[src/sv/irpfc_pkg.sv]
`timescale 1ns / 1ps
// ----------------------------------------------------------------------------
// irpfc_pkg
// Types and constants for the IR packet framer/checker.
// ----------------------------------------------------------------------------
package irpfc_pkg;

  localparam int unsigned MaxPacketBytes = 256;
  localparam int unsigned PosW           = $clog2(MaxPacketBytes);

  localparam logic [PosW-1:0] MaxPos   = PosW'(MaxPacketBytes - 1);
  localparam logic [7:0]      LineMask = 8'hAA;
  localparam logic [15:0]     ChkMask  = 16'hAAAA;
  localparam logic [15:0]     SumSeed  = 16'h0002;
  localparam int unsigned     HdrBytes = 8;

  typedef enum logic {
    OpSend = 1'b0,
    OpRecv = 1'b1
  } op_e;

  typedef enum logic [1:0] {
    StOk       = 2'd0,
    StBadChk   = 2'd1,
    StBadSess  = 2'd2,
    StShort    = 2'd3
  } status_e;

  typedef struct packed {
    op_e        op;
    logic [7:0] in_byte;
    logic       in_last;
  } in_item_t;

  typedef struct packed {
    logic [7:0]  out_byte;
    logic        out_last;
    logic [15:0] coded_checksum;
    logic [1:0]  status;
  } out_item_t;

  // Handshake between the pipeline registers and the packet core.
  typedef struct packed {
    logic s1_vld;   // input register holds an item
    logic advance;  // item moves into the result register this cycle
  } pipe_ctl_t;

endpackage

[src/sv/irpfc_core.sv]
`timescale 1ns / 1ps
// ----------------------------------------------------------------------------
// irpfc_core
// Packet state and per-byte framing: header substitution, line coding,
// end-around-carry sum and receive-side checks.
// ----------------------------------------------------------------------------
module irpfc_core
  import irpfc_pkg::*;
(
  input  logic        clk_i,
  input  logic        rst_ni,
  input  logic        cfg_we_i,
  input  logic [31:0] cfg_data_i,
  input  pipe_ctl_t   ctl_i,
  input  in_item_t    item_i,
  output out_item_t   res_o
);

  logic [31:0]     key_q;
  logic [15:0]     sum_q, sum_d;
  logic [PosW-1:0] pos_q, pos_d;
  op_e             dir_q, dir_d;
  logic [15:0]     rxchk_q, rxchk_d;
  logic            sess_ok_q, sess_ok_d;

  logic        last;
  logic        is_hdr_chk;
  logic        is_sess;
  op_e         dir;
  logic [7:0]  key_byte;
  logic [7:0]  dec_byte;
  logic [7:0]  plain;
  logic [7:0]  addend;
  logic [15:0] addend_w;
  logic [16:0] raw_sum;
  logic [15:0] new_sum;

  assign last       = item_i.in_last || (pos_q == MaxPos);
  assign is_hdr_chk = (pos_q == PosW'(2)) || (pos_q == PosW'(3));
  assign is_sess    = (pos_q >= PosW'(4)) && (pos_q < PosW'(HdrBytes));
  assign dir        = (pos_q == '0) ? item_i.op : dir_q;
  // offsets 4..7 map to key bytes 0..3
  assign key_byte   = key_q[8*pos_q[1:0] +: 8];
  assign dec_byte   = item_i.in_byte ^ LineMask;

  always_comb begin
    plain = item_i.in_byte;
    if (is_hdr_chk) begin
      plain = 8'h00;
    end else if (is_sess) begin
      plain = key_byte;
    end
  end

  assign addend   = is_hdr_chk ? 8'h00 : ((dir == OpSend) ? plain : dec_byte);
  assign addend_w = pos_q[0] ? {8'h00, addend} : {addend, 8'h00};
  assign raw_sum  = {1'b0, sum_q} + {1'b0, addend_w};
  assign new_sum  = raw_sum[15:0] + {15'd0, raw_sum[16]};

  always_comb begin
    rxchk_d   = rxchk_q;
    sess_ok_d = sess_ok_q;
    if (dir == OpRecv) begin
      if (pos_q == PosW'(2)) begin
        rxchk_d[7:0] = dec_byte;
      end else if (pos_q == PosW'(3)) begin
        rxchk_d[15:8] = dec_byte;
      end else if (is_sess && (dec_byte != key_byte)) begin
        sess_ok_d = 1'b0;
      end
    end
  end

  always_comb begin
    res_o.out_byte       = (dir == OpSend) ? (plain ^ LineMask) : dec_byte;
    res_o.out_last       = last;
    res_o.coded_checksum = 16'h0000;
    res_o.status         = StOk;
    if (last) begin
      if (dir == OpSend) begin
        res_o.coded_checksum = new_sum ^ ChkMask;
      end else if (pos_q < PosW'(HdrBytes - 1)) begin
        res_o.status = StShort;
      end else if (rxchk_d != new_sum) begin
        res_o.status = StBadChk;
      end else if (!sess_ok_d) begin
        res_o.status = StBadSess;
      end
    end
  end

  // Packet state steps only when the item commits to the result register.
  always_comb begin
    sum_d = sum_q;
    pos_d = pos_q;
    dir_d = dir_q;
    if (ctl_i.advance) begin
      if (last) begin
        sum_d = SumSeed;
        pos_d = '0;
        dir_d = OpSend;
      end else begin
        sum_d = new_sum;
        pos_d = pos_q + PosW'(1);
        dir_d = dir;
      end
    end
  end

  always_ff @(posedge clk_i or negedge rst_ni) begin
    if (!rst_ni) begin
      key_q     <= 32'h0;
      sum_q     <= SumSeed;
      pos_q     <= '0;
      dir_q     <= OpSend;
      rxchk_q   <= 16'h0;
      sess_ok_q <= 1'b1;
    end else begin
      if (cfg_we_i) begin
        key_q <= cfg_data_i;
      end
      sum_q <= sum_d;
      pos_q <= pos_d;
      dir_q <= dir_d;
      if (ctl_i.advance) begin
        rxchk_q   <= last ? 16'h0 : rxchk_d;
        sess_ok_q <= last ? 1'b1 : sess_ok_d;
      end
    end
  end

endmodule

[config.mk]
export PLATFORM = sky130hd
export DESIGN_NAME = irpfc_core
export DESIGN_NICKNAME = d
export VERILOG_FILES = /design/src/sv/irpfc_pkg.sv /design/src/sv/irpfc_core.sv
export SDC_FILE = /design/constraint.sdc
export NUM_CORES = 1
export LEC_CHECK = 0
export BUFFER_PORTS_ARGS = -buffer_cell sky130_fd_sc_hd__buf_2
export CAP_MARGIN = 20
export CORE_MARGIN = 5
export CORE_UTILIZATION = 50
export DETAILED_ROUTE_END_ITERATION = 8
export PLACE_DENSITY = 0.77
export SETUP_SLACK_MARGIN = 0.2
export SLEW_MARGIN = 40
export SYNTH_ARGS = -nofsm -noshare
export SYNTH_HDL_FRONTEND = slang
export SYNTH_SLANG_ARGS = --single-unit
[constraint.sdc]
create_clock -name clk_i -period 7 [get_ports clk_i]
set_input_delay 0.7 -clock clk_i [delete_from_list [all_inputs] [get_ports clk_i]]
set_output_delay 0.7 -clock clk_i [all_outputs]
set_load 0.1 [all_outputs]
# Yosys cells after proc, flatten, opt, wreduce, memory -nomap -nowiden
# Index checks and enable logic that the tools add are counted.
[classes]
n_addsub = 3
magnitude_cmp = 3
eq_ne = 5
shift = 1
mux = 26
bitwise = 3
reduce_logical = 5
[op_table]
columns = ["cell", "n"]
rows = [
  ["16-bit two-way mux", 5],
  ["8-bit two-way mux", 9],
  ["32-bit by 6-bit variable part select with 8-bit output", 1],
  ["18-bit two-way mux", 1],
  ["16-bit by 16-bit adder with 17-bit output", 1],
  ["16-bit by 1-bit adder with 16-bit output", 1],
  ["8-bit by 2-bit == test with 1-bit output, second input constant", 2],
  ["16-bit != test", 1],
  ["8-bit by 1-bit adder with 8-bit output, second input constant", 1],
  ["8-bit == test, second input constant", 1],
  ["8-bit by 3-bit greater-or-equal comparator with 1-bit output, second input constant", 1],
  ["8-bit logical NOT", 1],
  ["8-bit by 3-bit < comparator with 1-bit output, second input constant", 1],
  ["8-bit by 4-bit < comparator with 1-bit output, second input constant", 1],
  ["2-bit two-way mux", 4],
  ["8-bit != test", 1],
  ["4-bit inverter", 2],
  ["8-bit inverter", 1],
  ["1-bit two-way mux", 7],
  ["1-bit logical AND", 2],
  ["1-bit logical OR", 2],
]
[totals]
register_bits = 74
in_bits = 47
output_inout_bits = 27
wordCells = 52

# Logic depth before layout (Yosys ltp)
[logic_depth]
ltp_word = 14
ltp_mapped = 30
depth_no_buf = 27

# Worst setup path after synthesis
# No wires, ideal clock.
[synth_path]
path_type = "flip-flop to output port"
start = "reg pos_q[0]"
end = "out res_o[0] (netlist bit)"
arrival_time_ps = 8263
required_time_ps = 6300
path_slack_ps = -1963
path_stages_with_launch = 30
path_buffers = 3
path_cell_list = "dfrtp_1 -> clkbuf_1 -> clkbuf_1 -> inv_1 -> ha_1 -> nand2_1 -> mux2i_1 -> and2_1 -> clkbuf_1 -> nand2_1 -> a21boi_0 -> nor2_1 -> ha_1 -> fa_1 -> a21o_2 -> a221o_2 -> a21oi_1 -> a21oi_1 -> a21o_1 -> a21o_1 -> ha_1 -> ha_1 -> nand2_1 -> nor3_1 -> nand3_2 -> or4_4 -> xnor2_1 -> and2_1 -> or3_1 -> a311oi_1"
[synth_rtl]
columns = ["element", "line", "text"]
rows = [
  ["start: declaration", "irpfc_core.sv:21", "logic [PosW-1:0] pos_q, pos_d;"],
  ["start signal: assignment", "irpfc_core.sv:123", "pos_q <= pos_d;"],
  ["end: declaration", "irpfc_core.sv:16", "output out_item_t res_o"],
]

==> results.toml <==
[placed_design]
dp.cells = 772
placed_area_mm2 = 0.00629
dp_hpwl_um = 11500
port_buffers = 72
gp_congestion = 0.954

[yosys]
synth_fp_nets = 619
ys_warn_count = 0
synth_cells = 550
ys_ff_latch = 74
synth_common_cells = "dfrtp_1, nand2_1, nor2_1, xnor2_1, mux2_2"
ys_seq_area_frac = 0.349
synth_edf_count = 0
avgSynthCellArea_um2 = 9.65
synth_top_area_cell = "dfrtp_1"
synth_flop_cell = "dfrtp_1"
yosysMostFrequentCell = "dfrtp_1"
async_flop_share = 1.00
syn_area_mm2 = 0.00531
yosysTopAreaCellShare = 0.340
synth.distinct_cells = 70
synth_top_cells_by_area = "dfrtp_1, mux2_2, xnor2_1"

[grt]
first_global_vias = 5084
use_met1 = 0.297
grtUsageTotal = 0.244
use_met3 = 0.0513
grt_pass1_wl_um = 25100
antenna_found_initial = 0
gr-total-overflow = 0
grt_max_degree = 75
grt_busiest_layer = "met2"
met2_usage = 0.415

[critical_path]
arrival_ns = 6.20
timing.rr.start = "pos_q[4]"
cp-start-kind = "flip-flop"
worstPathRequired_ns = 6.30
r2r_end = "sum_q[14]"
cp_max_fo = 5
worst-setup-path-type = "flip-flop to primary output"
crit_path_end_kind = "primary output"
r2r_cells = 25
r2r_setup_slack_ns = 1.89

[cells_and_area]
fill_cells = 763
area_growth_pct = 29.1
finalNonFillerCells = 802
antenna_cells = 0
final_nets = 730
final_layout_size_suffix_gt1_frac = 0.383
stdcell_area_mm2 = 0.00685

[flow_run]
cap_violations = 0

[clock_tree]
cts_buffers = 9
cts_tree = "done"
cts-root-buf = "clkbuf_8"
numClockSinks = 74
cts.clk_slew.worst_paths_ns = 0.09
hold_buffers = 0
clock_path_buffers = 2
cts_max_level = 3
clkLatencyLatePin_ns = 0.36

[sta]
min_period_over_period = 0.986
drv_slew = 0
whs_ns = 0.428
tightest_slew_ns = 0.718
setup_viol = 0
fin_setup_tns_ns = 0
rsz0062_at_grt = "true"
fin_worst_skew_ns = 0.0169
max_freq_ghz = 0.145
max_slew_margin = 0.519
finalHoldViolCount = 0
min_period_ns = 6.90

[floorplanning]
coreArea_mm2 = 0.0103
die-area_mm2 = 0.0128
ios = 74
initial_core_util = 0.514
die_w_um = 113
die_h_um = 113
row_count = 37

[power_and_ir_drop]
irDropWorstVdd_mv = 0.188
cellPowerDensity_mw_per_mm2 = 309
p_total_mw = 2.11
p_leak_nw = 3.10

[detailed_routing]
drtIter0Drc = 419
drt-total-wl_um = 15800
via_per_inst = 6.12
wl_per_cell_um = 19.7
ant_nets = 0
drc_errors = 0
drt_first_pass_iters = 8
vias = 4905

[run_status]
status = "completed"

[hold_path]
hp-class = "primary input to asynchronous set/reset pin"
-- where the power goes --
part / internal (mW) / switching, mW
registers: 0.478 / 0.0339
logic: 0.495 / 0.763
clock network: 0.166 / 0.179
total: 1.14 / 0.976
-- flip-flops by register name, indices dropped and copies added, names as in the netlist --
| name | count |
|---|---|
| key_q | 32 |
| rxchk_q | 16 |
| sum_q | 16 |
| pos_q | 8 |
| dir_q | 1 |
| sess_ok_q | 1 |
-- worst max-delay path: stages, from the launching register on --
cell and delay [ns]:
dfrtp_1 0.41, nor4_4 0.34, and2_4 0.22, nand2_4 0.06, mux2i_4 0.21, buf_2 0.17
and3_1 0.19, o21ai_2 0.22, nor2_1 0.12, fa_2 0.39, a21o_4 0.22, a221o_2 0.40
a21oi_4 0.18, a21oi_2 0.09, a21o_1 0.16, a21o_1 0.18, ha_4 0.18, and3_4 0.19
and2_4 0.16, nand4b_1 0.13, xnor2_2 0.11, xnor2_1 0.15, nor4_1 0.28, buf_4 0.17
nand3_2 0.07, or4_4 0.50, o32ai_4 0.14, buf_12 0.21
-- layout by cell type (no fill, tap or decap), drive strengths merged, types with 15 or more instances in the layout --
| cell type | instances |
|---|---|
| a21oi | 23 |
| and3 | 15 |
| buf | 134 |
| dfrtp | 72 |
| ha | 21 |
| mux2 | 33 |
| nand2 | 55 |
| nor2 | 49 |
| o21ai | 35 |
| xnor2 | 41 |
| xor2 | 15 |
-- per-layer routing --
metal / vias to the layer above / routed length, um
met5: - / 0
met4: 0 / 593
met3: 57 / 1220
met2: 227 / 7780
met1: 2399 / 6170
li1: 2222 / -
-- repair_timing --
action                     4_1_cts  5_1_grt
gates cloned                     1        0
gates resized for setup         38       21
setup endpoints to repair        2        2
setup buffers                   11        2
pin swaps                       22       13
-- cell families after synthesis --
group,Yosys count,share of synthesized area
mux,51,0.123
simple gates,181,0.171
flops,74,0.349
compound gates,124,0.166
buf+inv,42,0.0389
fa+ha+maj,22,0.0533
xor+xnor,56,0.0988
-- metrics by stage --
stage | setup slack, ns | util
floorplan | 0.209 | -
global placement | 0.0838 | 0.609
detailed placement | -0.0652 | 0.609
CTS | 0.0879 | 0.654
global route | -0.0995 | 0.664
finish | 0.0950 | 0.664
-- layout make-up --
class	count	area, um2	share of cell area
multi-input combinational	434	3550	0.518
clock buffer	10	128	0.0186
sequential	74	1860	0.271
clock inverter	6	65.1	0.00950
inverter	8	30.0	0.00438
tap	136	170	0.0248
timing repair buffer	134	1060	0.154
-- worst max-delay path by stage --
| stage | start | to | slack (ns) | cells past startpoint |
|---|---|---|---|---|
| 2_1_floorplan | pos_q[0] | res_o[1] | 0.21 | 30 |
| 3_3_place_gp | pos_q[4] | res_o[1] | 0.08 | 28 |
| 3_5_place_dp | pos_q[4] | res_o[0] | -0.07 | 28 |
| 4_1_cts | pos_q[6] | res_o[1] | 0.09 | 29 |
| 5_1_grt | pos_q[4] | res_o[1] | -0.1 | 27 |
| 6_report | pos_q[4] | res_o[1] | 0.1 | 27 |
No activity file was read; power rests on OpenSTA's default activity.
